File: config.mk
export PLATFORM = sky130hd
export DESIGN_NAME = kos_isqrt
export DESIGN_NICKNAME = d
export VERILOG_FILES = /design/src/sv/kos_pkg.sv /design/src/sv/kos_isqrt.sv
export SDC_FILE = /design/constraint.sdc
export NUM_CORES = 1
export LEC_CHECK = 0
export ABC_AREA = 1
export BUFFER_PORTS_ARGS = -buffer_cell sky130_fd_sc_hd__buf_2
export CORE_UTILIZATION = 40
export CTS_BUF_LIST = sky130_fd_sc_hd__clkbuf_8 sky130_fd_sc_hd__clkbuf_16
export DETAILED_ROUTE_END_ITERATION = 6
export SYNTH_ARGS = -nofsm -noshare
export SYNTH_HDL_FRONTEND = slang
export SYNTH_SLANG_ARGS = --single-unit
File: constraint.sdc
create_clock -name clk -period 10.6 [get_ports clk]
set_clock_uncertainty 0.1 [all_clocks]
set_input_delay 1.59 -clock clk [delete_from_list [all_inputs] [get_ports clk]]
set_output_delay 1.59 -clock clk [all_outputs]
set_load 0.1 [all_outputs]
File: src/sv/kos_pkg.sv
package kos_pkg;

  localparam int ANG_W        = 27;  // signed Q9.16 angle with headroom
  localparam int EST_W        = 26;  // eccentric anomaly, signed Q9.16
  localparam int VEC_W        = 36;  // CORDIC vector, signed Q30 with growth
  localparam int MUL_W        = 34;  // multiplier operand, signed
  localparam int PROD_W       = 2 * MUL_W;
  localparam int DIVD_W       = 66;  // dividend / quotient width
  localparam int DVSR_W       = 34;  // divisor width
  localparam int SQ_W         = 61;  // square-root radicand width
  localparam int SQ_STEPS     = (SQ_W + 1) / 2;
  localparam int CORDIC_STEPS = 19;
  localparam int STEP_W       = 5;
  localparam int CNT_W        = 7;

  typedef logic signed [ANG_W-1:0]  ang_t;
  typedef logic signed [EST_W-1:0]  est_t;
  typedef logic signed [VEC_W-1:0]  vec_t;
  typedef logic signed [MUL_W-1:0]  mop_t;
  typedef logic signed [PROD_W-1:0] prod_t;

  localparam ang_t DEG360 = 27'sd23592960;
  localparam ang_t DEG180 = 27'sd11796480;
  localparam ang_t DEG90  = 27'sd5898240;
  localparam est_t E_LOW  = -26'sd3754937;
  localparam est_t E_HIGH = 26'sd27347897;
  localparam mop_t ONE_Q30     = 34'sd1073741824;
  localparam mop_t RAD_TO_DEG  = 34'sd961263669;
  localparam vec_t CORDIC_GAIN = 36'sd652032874;
  localparam logic [32:0] RADIUS_MAX = 33'h1_FFFF_FFFF;

  localparam logic [3:0]  ITER_RESET = 4'd10;
  localparam logic [15:0] TOL_RESET  = 16'd328;

  localparam logic CFG_ITER_LIMIT = 1'b0;
  localparam logic CFG_TOLERANCE  = 1'b1;

  typedef enum logic [4:0] {
    ST_IDLE, ST_CS_START, ST_CS_WAIT, ST_SC, ST_SC_W,
    ST_EC, ST_EC_W, ST_EC2, ST_EC2_W,
    ST_T2, ST_T2_W, ST_EST,
    ST_F2, ST_DIV_W, ST_CHK,
    ST_SQ, ST_SQ_W, ST_Y2, ST_AT_W,
    ST_RD2, ST_RD2_W, ST_RD3, ST_RD_DIV, ST_DONE
  } state_t;

  typedef enum logic [1:0] {PH_INIT, PH_NEWTON, PH_TRUE, PH_RAD} phase_t;

  typedef struct packed {
    logic start;
    logic vec_mode;   // 1: vectoring (atan2), 0: rotation (sin/cos)
    vec_t x;
    vec_t y;
    ang_t z;
  } cordic_req_t;

  function automatic ang_t atan_deg(input logic [STEP_W-1:0] i);
    ang_t r;
    unique case (i)
      5'd0:  r = 27'sd2949120;
      5'd1:  r = 27'sd1740967;
      5'd2:  r = 27'sd919879;
      5'd3:  r = 27'sd466945;
      5'd4:  r = 27'sd234379;
      5'd5:  r = 27'sd117304;
      5'd6:  r = 27'sd58666;
      5'd7:  r = 27'sd29335;
      5'd8:  r = 27'sd14668;
      5'd9:  r = 27'sd7334;
      5'd10: r = 27'sd3667;
      5'd11: r = 27'sd1833;
      5'd12: r = 27'sd917;
      5'd13: r = 27'sd458;
      5'd14: r = 27'sd229;
      5'd15: r = 27'sd115;
      5'd16: r = 27'sd57;
      5'd17: r = 27'sd29;
      5'd18: r = 27'sd14;
      default: r = '0;
    endcase
    return r;
  endfunction

  // round to nearest, ties up
  function automatic prod_t rnd_sh(input prod_t p, input int unsigned s);
    return (p + (prod_t'(1) <<< (s - 1))) >>> s;
  endfunction

endpackage

File: src/sv/kos_isqrt.sv
module kos_isqrt (
  input  logic                     clk,
  input  logic                     rst_n,
  input  logic                     start,
  input  logic [kos_pkg::SQ_W-1:0] radicand,
  output logic                     done,
  output logic [kos_pkg::SQ_W-1:0] root
);

  logic [kos_pkg::SQ_W-1:0] n_r, r_r, b;
  logic [kos_pkg::SQ_W:0]   trial;
  logic [kos_pkg::STEP_W-1:0] k_r;
  logic busy_r, done_r;

  // bit-pair floor square root, one result bit a cycle
  always_comb begin
    b     = kos_pkg::SQ_W'(1) << {k_r, 1'b0};
    trial = {1'b0, r_r} + {1'b0, b};
  end

  always_ff @(posedge clk) begin
    if (!rst_n) begin
      busy_r <= 1'b0;
      done_r <= 1'b0;
      k_r    <= '0;
    end else begin
      done_r <= 1'b0;
      if (start) begin
        busy_r <= 1'b1;
        k_r    <= kos_pkg::STEP_W'(kos_pkg::SQ_STEPS - 1);
      end else if (busy_r) begin
        k_r <= k_r - 1'b1;
        if (k_r == '0) begin
          busy_r <= 1'b0;
          done_r <= 1'b1;
        end
      end
    end
  end

  always_ff @(posedge clk) begin
    if (start) begin
      n_r <= radicand;
      r_r <= '0;
    end else if (busy_r) begin
      if ({1'b0, n_r} >= trial) begin
        n_r <= n_r - trial[kos_pkg::SQ_W-1:0];
        r_r <= (r_r >> 1) + b;
      end else begin
        r_r <= r_r >> 1;
      end
    end
  end

  assign done = done_r;
  assign root = r_r;

endmodule

Word level (Yosys, flattened, before mapping):

Cells that the tools add are included.

* flip-flop bits (word level): 129
* input bits: 64

* shifts and indexed selects: 1
* bitwise gates (word level): 2
* multiplexer cells: 10
* $lt $le $gt $ge: 1
* add/sub/neg operators: 4
* reductions and logical operators: 6

Operators by type and width (count)
* two-way mux 61 bit: 4
* adder 61 x 61 -> 62 bit: 1
* greater-or-equal comparator 61 x 62 -> 1 bit: 1
* adder 60 x 61 -> 61 bit: 1
* << shifter 1 x 6 -> 61 bit (first input constant): 1
* subtractor 61 bit: 1
* two-way mux 5 bit: 2
* zero test 5 bit: 1
* subtractor 5 x 1 -> 5 bit (second input constant): 1
* two-way mux 1 bit: 4
* nonzero test 2 bit: 2
* OR reduction 3 bit: 1
* NOT 1 bit: 2
* AND reduction 2 bit: 1
* OR reduction 2 bit: 1

Depth between registers and ports, before layout:

* depth in word-level cells: 6
* gate-level depth with buffers: 37

Worst setup path after synthesis:

No wires, ideal clock.

* path type: reg2reg
* start: register r_r, in the netlist root[6]
* end: register n_r[0] (netlist bit), enable pin
* cell stages (with the launch flop): 23
* slack: 2532 ps
* data arrival time: 7451 ps
* data required time: 9984 ps
* library setup time: 516 ps
* path buffers: 1
* path through: dfxtp_1 ha_1 nand2_1 o21ai_0 inv_1 o21ai_0 a21oi_1 inv_1 nand2_1 nand2_1 a21oi_1 xor2_1 ha_1 nand2_1 nor2_1 nand2_1 inv_1 nand4_1 o21ai_0 a21o_1 nand3_4 buf_2 a31oi_1

* cells in the longest elaborated chain, start to end: 4

Ends and longest elaborated chain
* start: declaration: RTL line kos_isqrt.sv:10 `logic [kos_pkg::SQ_W-1:0] n_r, r_r, b;`
* start signal: assignment: RTL line kos_isqrt.sv:48 `r_r <= (r_r >> 1) + b;`
* start signal: assignment: RTL line kos_isqrt.sv:50 `r_r <= r_r >> 1;`
* adder 61 x 61 -> 62 bit: RTL line kos_isqrt.sv:18 `trial = {1'b0, r_r} + {1'b0, b};`
* greater-or-equal comparator 61 x 62 -> 1 bit: RTL line kos_isqrt.sv:46 `if ({1'b0, n_r} >= trial) begin`
* nonzero test 2 bit (no line)
* AND reduction 2 bit (no line)
* end signal: assignment: RTL line kos_isqrt.sv:43 `n_r <= radicand;`
* end signal: assignment: RTL line kos_isqrt.sv:47 `n_r <= n_r - trial[kos_pkg::SQ_W-1:0];`
* end: declaration: RTL line kos_isqrt.sv:10

No other way between the ends.
A chain may end at the register's enable or synchronous reset.

Worst setup path after layout:

* start: register k_r[3] (netlist bit)
* end: register n_r[55] (netlist bit), enable pin

* cells in the longest elaborated chain, start to end: 5

Ends and longest elaborated chain
* start: declaration: RTL line kos_isqrt.sv:12 `logic [kos_pkg::STEP_W-1:0] k_r;`
* start signal: assignment: RTL line kos_isqrt.sv:30 `k_r <= kos_pkg::STEP_W'(kos_pkg::SQ_STEPS - 1);`
* start signal: assignment: RTL line kos_isqrt.sv:32 `k_r <= k_r - 1'b1;`
* << shifter 1 x 6 -> 61 bit: RTL line kos_isqrt.sv:17 `b = kos_pkg::SQ_W'(1) << {k_r, 1'b0};`
* adder 61 x 61 -> 62 bit: RTL line kos_isqrt.sv:18
* greater-or-equal comparator 61 x 62 -> 1 bit: RTL line kos_isqrt.sv:46
* nonzero test 2 bit (no line)
* AND reduction 2 bit (no line)

No other way between the ends.

==> summary.md <==
| Metric | Value |
|---|---|
| Layout Nets | `between 3000 and 4000` |
| CTS Buf Count | `17` |
| Post-synth EDFFs | `between 60 and 70` |
| Setup CP Type | `flop to flop` |
| Final WL | `83.04 mm` |
| Mapped Area | `17640 um^2` |
| # rows | `between 70 and 80` |
| Clock transition at path regs | `roughly 60 ps` |
| Fraction of layout cells with a size suffix above 1 | `6.569%` |
| Clock Sinks | `129` |
| Final HPWL DP | `68.18 mm` |
| Remaining antenna violation count | `0` |
| Final Setup Violations | `0` |
| Clk root buf | `clkbuf_16` |
| Reg-to-reg startpoint | `k_r[3]` |
| Hold depth | `2` |
| Largest fanout on the critical path | `61` |
| Most frequent cells after synthesis | `nand2_1, inv_1, nor2_1` |
| Drt initial violations | `2127` |
| Htree depth | `4` |
| Largest net degree at the start of global routing | `77` |
| Die W | `212.0 um` |
| Area leader, netlist | `nand2_1` |
| Reg2reg end | `n_r[55]` |
| Gr ovfl total | `0` |
| Post-layout util | `44.78%` |
| Yosys warning count | `0` |
| DR vias | `21560` |
| Largest cells by area after synthesis | `nand2_1, edfxtp_1, inv_1` |
| DRC viols | `0` |
| Vias in the first global route | `20510` |
| Initial antenna violation count | `1` |
| Post-CTS Setup Bufs | `0` |
| Compound-cell area share of the yosys netlist | `15.90%` |
| Power consumption | `roughly 3.4 mW` |
| Cell with the most instances after synthesis | `nand2_1` |
| #FFs+latches synth | `129` |
| Status | `complete, no violations` |
| Placed cell count | `between 3000 and 4000` |
| Minimum clock period | `a little under 8000 ps` |
| Core ar. | `43270 um^2` |
| Clk Latency, worst-skew pair | `500 ps` |
| Syn-to-layout area delta | `9.823%` |
| CTS resizes | `0` |
| Register area share after synthesis | `18.10%` |
| Main synth FF type | `dfxtp_1` |
| Max Cap Violations | `0` |
| Setup TNS | `0 ps` |
| RSZ-0062 raised after global routing | `false` |
| Hold-fix buffers, CTS | `0` |
| Worst R2R Setup Slack | `roughly 2900 ps` |
| Hold path start | `root[0]` |
| R2r worst-path depth | `20` |
| P_leak | `8.590 nW` |
| Synth Area in Adders | `8.411%` |
| Peak Freq | `0.1300 GHz` |
| Post-synthesis cell type count | `52` |
| Syn nets | `3276` |
| Post-synthesis cell count | `3094` |
| Worst rel slew slack | `27.00%` |
| Fin cells | `3782` |
| All-Layer GR Usage | `37.30%` |
| Routability Congestion | `1.027` |
| Main combinational cell family by area after synthesis | `simple AND/OR/NAND/NOR gates` |
| Slew @ Worst Pin | `between 1000 and 1500 ps` |
| Critical path endpoint category | `flop` |
| Number of antenna diodes | `0` |
| Initial Utilization | `40.78%` |
| Hold Crit Class | `flop to flop` |
| Port bufs | `roughly 130` |
| TritonCTS clock tree | `built` |
| Critical Path AT | `7710 ps` |
| Fin Hold WS | `between 300 and 400 ps` |
| Final hold vios | `0` |
| Multiplexer share of the synthesized area | `0%` |
| Asr flop ratio synth | `0%` |
| Drt first pass iters | `6` |
| Slew Viols, Final | `0` |
| CP required | `10620 ps` |
| Yosys top cell area share | `19.17%` |
| Synth Area per Inst | `5.702 um^2` |
| Peak supply drop | `140.1 uV` |
| Ports | `126` |
| First-pass GRT wire length | `about 120 mm` |
| Startpoint class of the critical path | `flop` |
| Vias per cell | `5.701` |
| PD cells | `about 180 nW/um^2` |
| Fraction of the mapped netlist area in simple logic gates | `41.84%` |
| Die Ht | `212.0 um` |
| Die area | `approximately 45000 um^2` |
| CTS max path bufs | `2` |
| Hold EP | `root[0]` |
| Fin crit share | `72.55%` |
| Wire per inst | `21.96 um` |
| Xor/xnor cell area share of the yosys netlist | `4.816%` |
[through the flow]
step,cell area (um^2),setup WS [ps]
after floorplan,17640,2532
after global placement,18810,3285
after detailed placement,18810,3297
after CTS,19370,3257
after global routing,19370,2648
final,19370,2910
[sequential cells by signal, indices dropped and copies added (netlist names)]
signal and count:
n_r 61, root 61, k_r 5, busy_r 1, done 1
[layout make-up]
cell class                 count  area (um^2)
timing repair buffer         134        695.7
sequential                   129         3193
tap                          585        732.0
fill                        4866        23890
clock inverter                12        91.34
clock buffer                  19        475.5
multi-input combinational   2466        12540
inverter                     437         1643
[power by group]
group | internal [mW] | total (mW) | switching [mW]
Combinational | 0.591 | 2.04 | 1.45
Sequential | 0.664 | 0.782 | 0.118
Clock | 0.344 | 0.614 | 0.271
[worst max path at each step]
stage / startpoint / end / depth (start not counted)
2_1_floorplan: root[6] / n_r[0] / 22
3_3_place_gp: k_r[3] / n_r[55] / 26
4_1_cts: k_r[3] / n_r[43] / 26
6_report: k_r[3] / n_r[55] / 20
5_1_grt: k_r[3] / n_r[58] / 20
3_5_place_dp: k_r[3] / n_r[51] / 26
[layout by cell type, fill, tap and decap left out, types with 7 or more instances in the layout]
cell type and count:
o21ai_1 16, nor2_1 369, nor4_1 20, inv_1 435, a221oi_1 8, nand3_1 280, nand2_2 8, o21ai_0 186
o21a_1 7, nor3_1 67, a21o_1 19, or2_2 16, nand3b_1 19, buf_4 10, a31oi_1 22, nand2_1 901
clkbuf_16 19, buf_2 124, ha_1 117, dfxtp_1 68, edfxtp_1 61, xnor2_1 31, a21oi_1 191, xor2_1 66
o211ai_1 8, nand4_1 46, nor2_2 7, o21bai_1 26
[worst max-delay path: stages, from the launching register on]
cell and delay, ps:
dfxtp_1 870, nand2_1 290, nor2_1 640, ha_1 290
inv_1 90, nor3_1 430, inv_1 150, nor4_1 620
nand3_1 280, nand2_1 190, xor2_1 100, ha_1 390
nand4_1 270, nor3_1 350, nand3_1 110, o21ai_0 250
a21o_1 180, nand3_4 200, buf_4 400, a31oi_4 240
buf_4 680
[cells by family (layout without fill, tap and decap cells)]
family                   after synthesis  count (layout)
AO/OA/AOI/OAI                        506             506
XOR/XNOR                              97              97
AND/OR/NAND/NOR                     1745            1745
flip-flops                           129             129
adder cells (fa/ha/maj)              118             118
buffers and inverters                499             602
[metal layers]
metal	GRT usage (%)	vias up	share of wire (%)
li1	-	10340	-
met1	45.58	10000	40
met2	60.45	1016	45
met3	5.997	203	7.4
met4	24.79	2	6.9
met5	0	-	0.017
Power figures use the tool's default switching activity.
