==> config.mk <==
export PLATFORM = sky130hd
export DESIGN_NAME = kos_divider
export DESIGN_NICKNAME = d
export VERILOG_FILES = /design/src/sv/kos_pkg.sv /design/src/sv/kos_divider.sv
export SDC_FILE = /design/constraint.sdc
export NUM_CORES = 1
export LEC_CHECK = 0
export BUFFER_PORTS_ARGS = -buffer_cell sky130_fd_sc_hd__buf_4
export CAP_MARGIN = 5
export CORE_AREA = 2 2 181 130
export CTS_BUF_LIST = sky130_fd_sc_hd__clkbuf_8 sky130_fd_sc_hd__clkbuf_16
export DETAILED_ROUTE_END_ITERATION = 10
export DIE_AREA = 0 0 183 132
export PLACE_DENSITY = 0.56
export SYNTH_ARGS = -nofsm -noshare
export SYNTH_HDL_FRONTEND = slang
export SYNTH_SLANG_ARGS = --single-unit
export TNS_END_PERCENT = 30
==> constraint.sdc <==
create_clock -name clk -period 5.02 [get_ports clk]
set_clock_uncertainty 0.05 [all_clocks]
set_input_delay 0.753 -clock clk [delete_from_list [all_inputs] [get_ports clk]]
set_output_delay 0.753 -clock clk [all_outputs]
set_load 0.02 [all_outputs]
==> src/sv/kos_pkg.sv <==
package kos_pkg;

  localparam int ANG_W        = 27;  // signed Q9.16 angle with headroom
  localparam int EST_W        = 26;  // eccentric anomaly, signed Q9.16
  localparam int VEC_W        = 36;  // CORDIC vector, signed Q30 with growth
  localparam int MUL_W        = 34;  // multiplier operand, signed
  localparam int PROD_W       = 2 * MUL_W;
  localparam int DIVD_W       = 66;  // dividend / quotient width
  localparam int DVSR_W       = 34;  // divisor width
  localparam int SQ_W         = 61;  // square-root radicand width
  localparam int SQ_STEPS     = (SQ_W + 1) / 2;
  localparam int CORDIC_STEPS = 19;
  localparam int STEP_W       = 5;
  localparam int CNT_W        = 7;

  typedef logic signed [ANG_W-1:0]  ang_t;
  typedef logic signed [EST_W-1:0]  est_t;
  typedef logic signed [VEC_W-1:0]  vec_t;
  typedef logic signed [MUL_W-1:0]  mop_t;
  typedef logic signed [PROD_W-1:0] prod_t;

  localparam ang_t DEG360 = 27'sd23592960;
  localparam ang_t DEG180 = 27'sd11796480;
  localparam ang_t DEG90  = 27'sd5898240;
  localparam est_t E_LOW  = -26'sd3754937;
  localparam est_t E_HIGH = 26'sd27347897;
  localparam mop_t ONE_Q30     = 34'sd1073741824;
  localparam mop_t RAD_TO_DEG  = 34'sd961263669;
  localparam vec_t CORDIC_GAIN = 36'sd652032874;
  localparam logic [32:0] RADIUS_MAX = 33'h1_FFFF_FFFF;

  localparam logic [3:0]  ITER_RESET = 4'd10;
  localparam logic [15:0] TOL_RESET  = 16'd328;

  localparam logic CFG_ITER_LIMIT = 1'b0;
  localparam logic CFG_TOLERANCE  = 1'b1;

  typedef enum logic [4:0] {
    ST_IDLE, ST_CS_START, ST_CS_WAIT, ST_SC, ST_SC_W,
    ST_EC, ST_EC_W, ST_EC2, ST_EC2_W,
    ST_T2, ST_T2_W, ST_EST,
    ST_F2, ST_DIV_W, ST_CHK,
    ST_SQ, ST_SQ_W, ST_Y2, ST_AT_W,
    ST_RD2, ST_RD2_W, ST_RD3, ST_RD_DIV, ST_DONE
  } state_t;

  typedef enum logic [1:0] {PH_INIT, PH_NEWTON, PH_TRUE, PH_RAD} phase_t;

  typedef struct packed {
    logic start;
    logic vec_mode;   // 1: vectoring (atan2), 0: rotation (sin/cos)
    vec_t x;
    vec_t y;
    ang_t z;
  } cordic_req_t;

  function automatic ang_t atan_deg(input logic [STEP_W-1:0] i);
    ang_t r;
    unique case (i)
      5'd0:  r = 27'sd2949120;
      5'd1:  r = 27'sd1740967;
      5'd2:  r = 27'sd919879;
      5'd3:  r = 27'sd466945;
      5'd4:  r = 27'sd234379;
      5'd5:  r = 27'sd117304;
      5'd6:  r = 27'sd58666;
      5'd7:  r = 27'sd29335;
      5'd8:  r = 27'sd14668;
      5'd9:  r = 27'sd7334;
      5'd10: r = 27'sd3667;
      5'd11: r = 27'sd1833;
      5'd12: r = 27'sd917;
      5'd13: r = 27'sd458;
      5'd14: r = 27'sd229;
      5'd15: r = 27'sd115;
      5'd16: r = 27'sd57;
      5'd17: r = 27'sd29;
      5'd18: r = 27'sd14;
      default: r = '0;
    endcase
    return r;
  endfunction

  // round to nearest, ties up
  function automatic prod_t rnd_sh(input prod_t p, input int unsigned s);
    return (p + (prod_t'(1) <<< (s - 1))) >>> s;
  endfunction

endpackage

==> src/sv/kos_divider.sv <==
module kos_divider (
  input  logic                         clk,
  input  logic                         rst_n,
  input  logic                         start,
  input  logic [kos_pkg::DIVD_W-1:0]   dividend,
  input  logic [kos_pkg::DVSR_W-1:0]   divisor,
  output logic                         done,
  output logic [kos_pkg::DIVD_W-1:0]   quotient
);

  logic [kos_pkg::DVSR_W-1:0] rem_r, dvs_r;
  logic [kos_pkg::DIVD_W-1:0] quo_r;
  logic [kos_pkg::CNT_W-1:0]  cnt_r;
  logic busy_r, done_r;
  logic [kos_pkg::DVSR_W:0]   rem2;
  logic                       fits;

  // restoring division, one quotient bit a cycle
  always_comb begin
    rem2 = {rem_r, quo_r[kos_pkg::DIVD_W-1]};
    fits = rem2 >= {1'b0, dvs_r};
  end

  always_ff @(posedge clk) begin
    if (!rst_n) begin
      busy_r <= 1'b0;
      done_r <= 1'b0;
      cnt_r  <= '0;
    end else begin
      done_r <= 1'b0;
      if (start) begin
        busy_r <= 1'b1;
        cnt_r  <= '0;
      end else if (busy_r) begin
        cnt_r <= cnt_r + 1'b1;
        if (cnt_r == kos_pkg::CNT_W'(kos_pkg::DIVD_W - 1)) begin
          busy_r <= 1'b0;
          done_r <= 1'b1;
        end
      end
    end
  end

  always_ff @(posedge clk) begin
    if (start) begin
      rem_r <= '0;
      quo_r <= dividend;
      dvs_r <= divisor;
    end else if (busy_r) begin
      rem_r <= fits ? kos_pkg::DVSR_W'(rem2 - {1'b0, dvs_r})
                    : rem2[kos_pkg::DVSR_W-1:0];
      quo_r <= {quo_r[kos_pkg::DIVD_W-2:0], fits};
    end
  end

  assign done     = done_r;
  assign quotient = quo_r;

endmodule

# Word level (Yosys, flattened, before mapping)
# Cells that the tools add are included.
dict set report classes {
  mux 7
  n_reduce_logical 3
  order_cmp 1
  add_sub_neg 2
  bitwise_logic 2
  n_eq_ne 1
}
# cell n
set op_table {}
lappend op_table {{66-bit 2-to-1 mux} 2}
lappend op_table {{35-bit by 34-bit >= comparator with 1-bit output} 1}
lappend op_table {{34-bit 2-to-1 mux} 1}
lappend op_table {{34-bit subtractor} 1}
lappend op_table {{7-bit by 1-bit adder with 7-bit output (second input constant)} 1}
lappend op_table {{7-bit == test (second input constant)} 1}
lappend op_table {{1-bit 2-to-1 mux} 4}
lappend op_table {{3-bit OR reduction} 1}
lappend op_table {{1-bit inverter} 2}
lappend op_table {{2-bit nonzero test} 1}
lappend op_table {{2-bit OR reduction} 1}
dict set report word_totals {
  output_inout_bits 67
  inputBits 103
  register_bits 143
  elab_cells 22
}

# Depth between registers and ports, before layout
# Gate-level depths: netlist (run 1).
dict set report logic_depth {
  word_depth 4
  depth_mapped 14
  depth_no_buf 13
}

# Worst setup path before layout (run 1)
# OpenSTA, ideal clock, no wires.
dict set report synth_path {
  path_kind {register to register}
  from {register quo_r, in the netlist quotient[65]}
  to {register rem_r[30] in the netlist's numbering}
  required_ns 4.834
  path_slack_ns 2.164
  n_path_buf 0
  arrival_time_ns 2.670
  setup_time_ns 0.136
  path_stages_with_launch 14
  cell_sequence {edfxtp_1 -> inv_1 -> ha_1 -> inv_1 -> fa_1 -> a211oi_1 -> o21ai_0 -> or3b_1 -> a31o_2 -> a211oi_1 -> nor2_1 -> a31o_2 -> nor4_1 -> nor4_1}
}
dict set report synth_via {
  elab_chain_cells 2
  word_cells_on_any_way 3
  cone_classes {add/sub: 1; order compare: 1; mux: 1}
}
# item line_no
set synth_lines {}
lappend synth_lines {{from (decl)} kos_divider.sv:12} ;# logic [kos_pkg::DIVD_W-1:0] quo_r;
lappend synth_lines {{from (signal assigned)} kos_divider.sv:47} ;# quo_r <= dividend;
lappend synth_lines {{from (signal assigned)} kos_divider.sv:52} ;# quo_r <= {quo_r[kos_pkg::DIVD_W-2:0], fits};
lappend synth_lines {{34-bit subtractor or 35-bit by 34-bit >= comparator with 1-bit output (tied branches)} {kos_divider.sv:50, kos_divider.sv:21}}
lappend synth_lines {{34-bit 2-to-1 mux *} kos_divider.sv:50} ;# rem_r <= fits ? kos_pkg::DVSR_W'(rem2 - {1'b0, dvs_r})
lappend synth_lines {{to (signal assigned)} kos_divider.sv:50}
lappend synth_lines {{to (decl)} kos_divider.sv:11} ;# logic [kos_pkg::DVSR_W-1:0] rem_r, dvs_r;
# Every way passes the cells marked *; elsewhere a longest branch is shown, timed or not.
# A chain may end at the register's enable or synchronous reset.

# Worst setup path in the final report (run 1)
dict set report layout_path {
  from {register dvs_r[6] in the netlist's numbering}
  to {register rem_r[10] in the netlist's numbering}
}
dict set report layout_via {
  elab_chain_cells 2
  word_cells_on_any_way 3
  cone_classes {add/sub: 1; order compare: 1; mux: 1}
}
# item line_no
set layout_lines {}
lappend layout_lines {{from (decl)} kos_divider.sv:11}
lappend layout_lines {{from (signal assigned)} kos_divider.sv:48} ;# dvs_r <= divisor;
lappend layout_lines {{34-bit subtractor or 35-bit by 34-bit >= comparator with 1-bit output (tied branches)} {kos_divider.sv:50, kos_divider.sv:21}}
lappend layout_lines {{34-bit 2-to-1 mux *} kos_divider.sv:50}
# Marks and branches as above.

==> out/results.ini, run 1 <==
[sta]
whs_ps = 442
finalHoldViolCount = 0
rsz0062_at_grt = no
slew_headroom_pct = 53.8
final-max-slew-violation-count = 0
finalSetupViolations = 0
worst_pin_slew_ps = 693
clock.fmax_ghz = 0.300
period_share_pct = 66.4
fin_crit_ps = 3330
setup_tns_ps = 0

[yosys]
synth.most_common_cell = edfxtp_1
synthCells = 687
syn_area_per_cell_um2 = 11.2
synth_ff_type = edfxtp_1
synth_area_um2 = 7720
synth_edf_count = 100
ys_warn_count = 0
ys_top_cells_by_count = 100 x edfxtp_1, 66 x nor2_1, 65 x mux2_2, 48 x inv_1, 43 x dfxtp_1
yosys.area.top_type = edfxtp_1
ys_seq_elements = 143
synthTopCellsByArea = edfxtp_1 39%, dfxtp_1 11%, mux2_2 9.5%
yosysUniqueCellTypes = 61
synth_top_area_share_pct = 38.9
ys_seq_area_share_pct = 50.0
syn-num-nets = 827
synthArstFlopShare_pct = 0

[placed_design]
dp_hpwl_mm = 13.1
port-buffer-count = 169
place.gp.congestion = 0.804

[power]
peakVddDrop_mv = 0.274
p_leak_nw = 4.13
finalPower_mw = 3.62
p_per_area_nw_per_um2 = 368

[finish]
antenna_cells = 0
drive_gt1_share_pct = 33.0
areaGrowthSynthToFinish_pct = 27.4
fill_cells = 2120
nets = 988

[clock_tree]
cts_tree = done
htreeDepth = 4
clock_latency_ps = 430
clock_sinks = 143
clk_transition_reported_paths_ps = 60
cts-resized-gates = 0
root_buffer = clkbuf_16
post_cts_buffers = 0
clock_path_buffers = 2
cts_made_buffers = 17
postCtsHoldBufs = 0

[floorplanning]
io_pins = 170
rows = 46
die_y_um = 132
core-area_um2 = 22300
die_w_um = 183
fp.dieArea_um2 = 24200
initial_core_util_pct = 34.6

[setup_path]
critPathRequiredTime_ps = 5300
worst_ep_arrival_time_ps = 3620
cp-start-kind = register
cp_max_fo = 40
cp-end-kind = register
worst-setup-path-type = reg -> reg

[global_routing]
grt_max_degree = 91
grt_overflow = 0
grt_pass1_vias = 5583
grt_pass1_wl_mm = 30.0
grt_util_all_layers_pct = 15.7
antenna_found_initial = 0

[detailed_routing]
route.met2.wl_mm = 7.45
drtIter0Drc = 324
route.detailed.drc = 0
top_layer_used = met4
first_pass_iters = 5
vias_per_cell = 4.94
dr_wl_met3_mm = 1.12
met1_length_mm = 9.53
ant_nets = 0
vias = 5676
wirelength_mm = 18.3
wl_per_cell_um = 15.9

[worst_hold_path]
min_path_type = in -> reg

[status]
outcome = completed

[job]
max_cap_violations = 0

metal layers:
metal  global-route usage (%)  vias up
met5                        0        -
met3                     5.58       16
met1                     22.9     2638
met4                     3.96        0
li1                         -     2875
met2                     21.9      147
power by group:
| group | total, mW | switching (mW) | internal [mW] |
|---|---|---|---|
| sequential | 1.45 | 0.0627 | 1.39 |
| combinational | 0.849 | 0.461 | 0.388 |
| clock | 1.32 | 0.510 | 0.808 |
state kept, by name, summed over array words and instances, names as in the netlist:
| signal | flops |
|---|---|
| cnt_r | 7 |
| busy_r | 1 |
| done | 1 |
| rem_r | 34 |
| dvs_r | 34 |
| quotient | 66 |
layout make-up:
type,instances,area (um2),share of cell area (%)
repair buffers,173,1310,13.3
clock buffers,19,453,4.60
well taps,288,360,3.66
clock inverters,13,164,1.67
multi-input cells,465,3500,35.6
flip-flops and latches,143,3860,39.3
inverters,48,180,1.83
placed cells by master, fill, tap and decap left out, types with 3 or more instances in the layout:
master / n
bufinv_16: 3
a311oi_1: 4
buf_4: 172
a21oi_1: 34
o21ai_0: 25
a21o_1: 8
nand3b_1: 5
a211oi_1: 34
nor3_1: 9
ha_1: 36
inv_1: 49
nand4_1: 9
o21bai_1: 3
xor2_1: 14
dfxtp_1: 42
nor2b_1: 7
a31o_2: 3
nor4_1: 3
nand2b_1: 3
mux2i_1: 29
clkbuf_16: 17
edfxtp_1: 100
or3_1: 4
nand3_1: 11
and3_1: 3
clkinv_4: 3
a31oi_1: 4
xnor2_1: 15
nand2_1: 28
clkinvlp_4: 4
mux2_2: 65
o211ai_1: 5
o21a_1: 3
nor2_1: 66
critical path: stages, from the launching register on:
cell and delay [ps]:
edfxtp_1 320, inv_1 40, ha_1 340, a211o_1 320, o211ai_2 80, a21oi_2 90
o41a_1 430, o211ai_2 260, a2111o_1 190, and3_4 620, mux2i_1 190, a211oi_1 270
worst paths after layout:
| path | startpoint | end | slack, ps | depth (start not counted) |
|---|---|---|---|---|
| hold reg to reg | cnt_r[6] | cnt_r[6] | 440 | 2 |
| setup reg to reg | dvs_r[6] | rem_r[10] | 1690 | 11 |
| setup / recovery | dvs_r[6] | rem_r[10] | 1690 | 11 |
| hold / removal | divisor[0] | dvs_r[0] | 440 | 1 |
kinds of logic (layout without fill, tap and decap cells):
family	Yosys count	count (layout)	synth area share [%]
compound gates	146	146	12.9
xor+xnor	29	29	3.29
fa+ha+maj	37	37	6.09
buf+inv	79	253	4.59
flops	143	143	50.0
mux	94	94	13.2
simple gates	159	159	9.82
stage by stage:
| step | area, um2 | util [%] | setup WS [ps] | std cells |
|---|---|---|---|---|
| CTS | 9840 | 44.1 | 1670 | 1149 |
| global placement | 9220 | 41.3 | 1720 | 1117 |
| finish | 9840 | 44.1 | 1690 | 1149 |
| floorplan | 7720 | - | 2160 | 687 |
| detailed placement | 9220 | 41.3 | 1690 | 1117 |
| global route | 9840 | 44.1 | 1370 | 1149 |
(Power assumes the default switching activity.)
==> inputs of run 2 (changes only) <==
- PLACE_DENSITY: 0.56 -> 0.58
- clock period: 5.02 -> 2.9 ns (I/O delays scaled with it)
==> run 2 against run 1 <==
  * The run now ends with negative setup slack left
  * Via count increased by 6.6%
  * Clock-buffer cell count decreased by 2
  * Register-to-register slack got worse by 1700 ps
  * Hold slack got worse by 310 ps
  * Core utilization increased by 4.3 points
  * Clock power increased by 73%
  * Critical path depth increased by 1
  * Die area unchanged
  * Combinational power increased by 120%
  * Sequential share of layout area decreased by 3.5 points
  * Largest cell class unchanged
  * Highest routed layer unchanged
==> out/results.ini, run 2 (synthesis gave the netlist of run 1 again) <==
[status]
outcome = finished with violations  ; was completed
violations = negative setup slack

[clock_tree]
clock_latency_ps = 420  ; was 430 ps
root_buffer = clkbuf_16  ; unchanged
clk_transition_reported_paths_ps = 60  ; about the same
cts_made_buffers = 17  ; unchanged
cts_tree = done  ; unchanged
clock_path_buffers = 2  ; unchanged
htreeDepth = 4  ; unchanged
clock_sinks = 143  ; unchanged

[finish]
antenna_cells = 0  ; unchanged
final_cell_mix = 242 x buf_4, 100 x edfxtp_1, 65 x nor2_1, 65 x mux2_2, 46 x inv_1  ; was 172 x buf_4, 100 x edfxtp_1, 66 x nor2_1
final_cells = 1228  ; was 1149
areaGrowthSynthToFinish_pct = 40.0  ; was 27.4%
final_util_pct = 48.4  ; was 44.1%
nets = 1067  ; was 988
design_area_um2 = 10800  ; was 9840 um2
drive_gt1_share_pct = 43.2  ; was 33.0%
largest_reg_flops = 66  ; unchanged
final_common_cell = buf_4  ; unchanged

[power]
finalPower_mw = 6.63  ; was 3.62 mW
p_leak_nw = 4.58  ; was 4.13 nW
peakVddDrop_mv = 0.432  ; was 0.274 mV
internal_power_mw = 4.76  ; was 2.59 mW
power.share.clock_pct = 34.4  ; was 36.4%
swShare_pct = 28.3  ; was 28.6%
power_switching_mw = 1.88  ; was 1.03 mW
p_per_area_nw_per_um2 = 614  ; was 368 nW/um2
p_seq_share_pct = 38.0  ; was 40.1%
power_frac_comb_pct = 27.6  ; was 23.4%

[floorplanning]
io_pins = 170  ; unchanged
die_w_um = 183  ; unchanged
fp.dieArea_um2 = 24200  ; unchanged
die_y_um = 132  ; unchanged
initial_core_util_pct = 34.6  ; unchanged
rows = 46  ; unchanged
core-area_um2 = 22300  ; unchanged

[sta]
fin_crit_ps = 2920  ; was 3330 ps
rsz0062_at_grt = yes  ; was no
final-max-slew-violation-count = 0  ; unchanged
clock.fmax_ghz = 0.342  ; was 0.300 GHz
period_share_pct = 101  ; was 66.4%
whs_ps = 134  ; was 442 ps
finalSetupViolations = 4  ; was 0
finalWorstSetupSlack_ps = -23.8  ; was 1690 ps
setup_tns_ps = -41.7  ; was 0 ps
finalHoldViolCount = 0  ; unchanged
worst_pin_slew_ps = 527  ; was 693 ps
slew_headroom_pct = 64.9  ; was 53.8%

[detailed_routing]
wirelength_mm = 19.3  ; was 18.3 mm
vias_per_cell = 4.93  ; was 4.94
first_pass_iters = 5  ; unchanged
drtIter0Drc = 393  ; was 324
wl_per_cell_um = 15.7  ; was 15.9 um
route.detailed.drc = 0  ; unchanged
vias = 6052  ; was 5676
ant_nets = 0  ; unchanged

[placed_design]
place.gp.congestion = 0.824  ; was 0.804
place_ws_ps = -118  ; was 1690 ps
placed_cells = 1186  ; was 1117
placed_area_um2 = 9790  ; was 9220 um2
port-buffer-count = 169  ; unchanged
dp_hpwl_mm = 14.1  ; was 13.1 mm

[setup_path]
rr_startpoint = dvs_r[6]  ; unchanged
cp-startpoint = dvs_r[6]  ; unchanged
cp.depth = 12  ; was 11
cpLargestDelayFamily = compound AO/OA/AOI/OAI gates  ; unchanged
cp_common_cell = o211ai_2  ; unchanged
cp_max_fo = 13  ; was 40
worst_ep_arrival_time_ps = 3170  ; was 3620 ps
cp_cell_sequence = inv_2 -> ha_4 -> a211o_1 -> o211ai_2 -> a21oi_2 -> o41a_1 -> o211ai_2 -> a2111o_1 -> and3_4 -> buf_12 -> mux2i_1 -> a211oi_1  ; was inv_1 -> ha_1 -> a211o_1 -> o211ai_2 -> a21oi_2 -> o41a_1 -> o211ai_2 -> a2111o_1 -> and3_4 -> mux2i_1 -> a211oi_1
endpoint = rem_r[16]  ; was rem_r[10]
regToRegEndpoint = rem_r[16]  ; was rem_r[10]
slowest_stage = o41a_1  ; was and3_4
crit_buf_inv = 2  ; was 1
r2r_cells = 12  ; was 11
critPathRequiredTime_ps = 3140  ; was 5300 ps
cp-start-kind = register  ; unchanged
ff2ff_setup_slack_ps = -20  ; was 1690 ps
worst-setup-path-type = reg -> reg  ; unchanged
critical-path-max-stage-delay_ps = 450  ; was 620 ps
cp-end-kind = register  ; unchanged

[global_routing]
grt_max_degree = 61  ; was 91
grt_pass1_vias = 6016  ; was 5583
grt_pass1_wl_mm = 31.3  ; was 30.0 mm
grt_util_all_layers_pct = 16.3  ; was 15.7%
grt_overflow = 0  ; unchanged
antenna_found_initial = 0  ; unchanged

[job]
max_cap_violations = 0  ; unchanged

[worst_hold_path]
min_path_type = in -> reg  ; unchanged

-- run 2: cell count changes in the layout (fill, tap and decap cells not counted), sizes merged --
cell and delta:
inv +1, buf +77, clkbuf -1, clkinv +3
and3 +1, bufinv +1, clkinvlp -3
-- run 2: metal layers --
metal  share of wire (%)  global-route usage, %  wire, um  up-vias
met5                   0                      0         0        -
met4                 1.5                   5.42       292        0
met3                 5.4                   4.17      1050       18
met2                  42                   23.0      8050      152
met1                  51                   24.0      9910     2859
li1                    -                      -         -     3023
-- run 2: cell type report --
cell class	count	area, um2
fillers	2095	11500
flip-flops and latches	143	3870
multi-input cells	466	3820
repair buffers	251	1980
clock buffers	17	425
well taps	288	360
inverters	48	180
clock inverters	15	179
-- run 2: how the worst min path moves through the flow --
| stage | slack, ps | start | cells past startpoint | to |
|---|---|---|---|---|
| 6_report | 130 | divisor[18] | 1 | dvs_r[18] |
| 5_1_grt | 110 | divisor[1] | 1 | dvs_r[1] |
| 4_1_cts | 110 | divisor[18] | 1 | dvs_r[18] |
| 3_5_place_dp | 450 | rem_r[30] | 2 | rem_r[30] |
| 3_3_place_gp | 420 | cnt_r[6] | 2 | cnt_r[6] |
| 2_1_floorplan | 410 | rem_r[2] | 2 | rem_r[2] |
-- run 2: what timing repair did --
| action | in CTS | in global routing |
|---|---|---|
| endpoints found under the setup margin | 34 | 34 |
| buffers inserted | 5 | 3 |
| hold endpoints to repair | 0 | 0 |
| pin swaps | 12 | 19 |
| hold buffers | 0 | 0 |
| gates resized for setup | 25 | 37 |
| gates cloned | 0 | 2 |
-- run 2: power groups by stage --
stage / clock network [mW] / registers [mW] / logic [mW]
3_3_place_gp: 0 / 2.55 / 1.67
5_1_grt: 2.42 / 2.55 / 2.01
6_report: 2.28 / 2.52 / 1.83
2_1_floorplan: 0 / 2.66 / 0.918
4_1_cts: 2.35 / 2.52 / 1.75
3_5_place_dp: 0 / 2.55 / 1.67
==> inputs of run 3 (changes only) <==
- REMOVE_ABC_BUFFERS: not set -> 1
- SETUP_SLACK_MARGIN: not set -> 0.1
==> run 3 against run 2 <==
  * The flow still finishes with violations (negative setup slack)
  * Critical path type unchanged
  * Critical path depth stayed put
  * Critical endpoint is now rem_r[23]
  * First-iteration DRC count is 5.1% lower
  * Clock power hardly changed
  * Maximum frequency is 0.20% lower
==> out/results.ini, run 3 (synthesis gave the netlist of run 1 again) <==
[setup_path]
cp_max_fo = 9  ; was 13
rr_startpoint = dvs_r[6]  ; unchanged
slowest_stage = o41a_1  ; unchanged
critPathRequiredTime_ps = 3130  ; was 3140 ps
worst-setup-path-type = reg -> reg  ; unchanged
cp-end-kind = register  ; unchanged
cp_cell_sequence = inv_2 -> ha_4 -> a211o_1 -> o211ai_4 -> a21oi_2 -> o41a_1 -> o211ai_2 -> a2111o_1 -> and3_4 -> buf_12 -> mux2i_1 -> a211oi_1  ; was inv_2 -> ha_4 -> a211o_1 -> o211ai_2 -> a21oi_2 -> o41a_1 -> o211ai_2 -> a2111o_1 -> and3_4 -> buf_12 -> mux2i_1 -> a211oi_1
cp-startpoint = dvs_r[6]  ; unchanged
critical-path-max-stage-delay_ps = 420  ; was 450 ps
cp-start-kind = register  ; unchanged
worst_ep_arrival_time_ps = 3160  ; was 3170 ps

[sta]
slew_headroom_pct = 56.3  ; was 64.9%
worst_pin_slew_ps = 656  ; was 527 ps
period_share_pct = 101  ; about the same
final-max-slew-violation-count = 0  ; unchanged
clock.fmax_ghz = 0.341  ; was 0.342 GHz
rsz0062_at_grt = yes  ; unchanged
finalWorstSetupSlack_ps = -29.8  ; was -23.8 ps
finalHoldViolCount = 0  ; unchanged
fin_crit_ps = 2930  ; was 2920 ps
finalSetupViolations = 6  ; was 4
whs_ps = 123  ; was 134 ps

[detailed_routing]
drtIter0Drc = 373  ; was 393
route.detailed.drc = 0  ; unchanged
vias = 6114  ; was 6052
wl_per_cell_um = 16.5  ; was 15.7 um
wirelength_mm = 20.5  ; was 19.3 mm
vias_per_cell = 4.93  ; about the same
first_pass_iters = 4  ; was 5
ant_nets = 0  ; unchanged

[status]
outcome = finished with violations  ; unchanged
violations = negative setup slack  ; unchanged

[placed_design]
dp_hpwl_mm = 14.5  ; was 14.1 mm
place.gp.congestion = 0.838  ; was 0.824
placed_cells = 1194  ; was 1186
port-buffer-count = 169  ; unchanged

[power]
p_leak_nw = 4.61  ; was 4.58 nW
power_switching_mw = 1.97  ; was 1.88 mW
power_frac_comb_pct = 28.3  ; was 27.6%
swShare_pct = 29.5  ; was 28.3%
internal_power_mw = 4.71  ; was 4.76 mW
power.share.clock_pct = 34.0  ; was 34.4%
p_per_area_nw_per_um2 = 612  ; was 614 nW/um2
peakVddDrop_mv = 0.434  ; was 0.432 mV
p_seq_share_pct = 37.7  ; was 38.0%

[global_routing]
grt_max_degree = 86  ; was 61
grt_pass1_wl_mm = 32.5  ; was 31.3 mm
grt_pass1_vias = 6196  ; was 6016
antenna_found_initial = 0  ; unchanged
grt_util_all_layers_pct = 17.2  ; was 16.3%
grt_overflow = 0  ; unchanged

[clock_tree]
clock_sinks = 143  ; unchanged
clk_transition_reported_paths_ps = 70  ; was 60 ps
postCtsHoldBufs = 0  ; unchanged
clock_path_buffers = 2  ; unchanged
cts_tree = done  ; unchanged
root_buffer = clkbuf_16  ; unchanged
htreeDepth = 4  ; unchanged
clock_latency_ps = 430  ; was 420 ps
cts_made_buffers = 17  ; unchanged

[floorplanning]
die_w_um = 183  ; unchanged
core-area_um2 = 22300  ; unchanged
rows = 46  ; unchanged
io_pins = 170  ; unchanged
fp.dieArea_um2 = 24200  ; unchanged
die_y_um = 132  ; unchanged
initial_core_util_pct = 34.6  ; unchanged

[finish]
final_cell_mix = 252 x buf_4, 100 x edfxtp_1, 65 x mux2_2  ; was 242 x buf_4, 100 x edfxtp_1, 65 x nor2_1, 65 x mux2_2, 46 x inv_1
ff_latch_area_um2 = 3860  ; was 3870 um2
fill_cells = 2055  ; was 2095
areaGrowthSynthToFinish_pct = 41.6  ; was 40.0%
multi_input_area_um2 = 3890  ; was 3820 um2
final_common_cell = buf_4  ; unchanged
drive_gt1_share_pct = 44.9  ; was 43.2%
largest_reg_flops = 66  ; unchanged
final_cells = 1239  ; was 1228
antenna_cells = 0  ; unchanged
nets = 1079  ; was 1067

[worst_hold_path]
worstHoldStart = divisor[9]  ; was divisor[18]
min_path_type = in -> reg  ; unchanged

[job]
max_cap_violations = 0  ; unchanged

## run 3: per-layer routing
layer  share of wire, %  global-route usage (%)  up-vias
met5                  0                       0        -
li1                   -                       -     3059
met3                8.7                    7.32       22
met1                 47                    23.4     2860
met2                 43                    24.7      173
met4                1.4                    5.29        0
## run 3: area by class of cell
type	count	area share, %
Tap cell	288	3.30
Timing Repair Buffer	263	18.7
Multi-Input combinational cell	466	35.6
Inverter	48	1.65
Clock buffer	17	3.89
Clock inverter	14	1.52
Sequential cell	143	35.4
## run 3: power groups by stage
stage                     Combinational [mW]  Clock (mW)  Sequential, mW
after floorplan                        0.836           0            2.67
after global placement                  1.67           0            2.55
after detailed placement                1.68           0            2.55
after CTS                               1.82        2.33            2.52
after global routing                    2.05        2.41            2.55
final                                   1.89        2.28            2.52
## run 3: final timing paths
kind          endpoint  slack (ps)  depth (start not counted)
max reg2reg  rem_r[23]         -30                         12
max          rem_r[23]         -30                         12
min reg2reg   rem_r[8]         460                          2
min           dvs_r[9]         120                          1
## run 3: worst max-delay path: cells and delay by family, from the launching register on
kind	cells	cell delay, ps
AOI/OAI and AO/OA	7	1390
buffers and inverters	2	240
and+or+nand+nor	1	300
DFF	1	390
adders and majority gates	1	190
muxes	1	210
## run 3: timing repair
item | 4_1_cts | 5_1_grt
pin swaps | 38 | 23
endpoints found under the setup margin | 35 | 35
cloned | 1 | 0
buffers inserted | 9 | 5
gates resized for setup | 58 | 28
## run 3: through the flow
step | total power [mW] | area [um2] | setup WS, ps | util [%] | setup TNS (ps)
global placement | 4.22 | 9820 | -152 | 44.0 | -2870
finish | 6.69 | 10900 | -29.8 | 49.0 | -98.1
global route | 7.01 | 10900 | -130 | 49.0 | -2700
detailed placement | 4.23 | 9820 | -244 | 44.0 | -5220
floorplan | 3.51 | 7550 | -75.1 | - | -5830
CTS | 6.67 | 10800 | -21.4 | 48.2 | -21.4
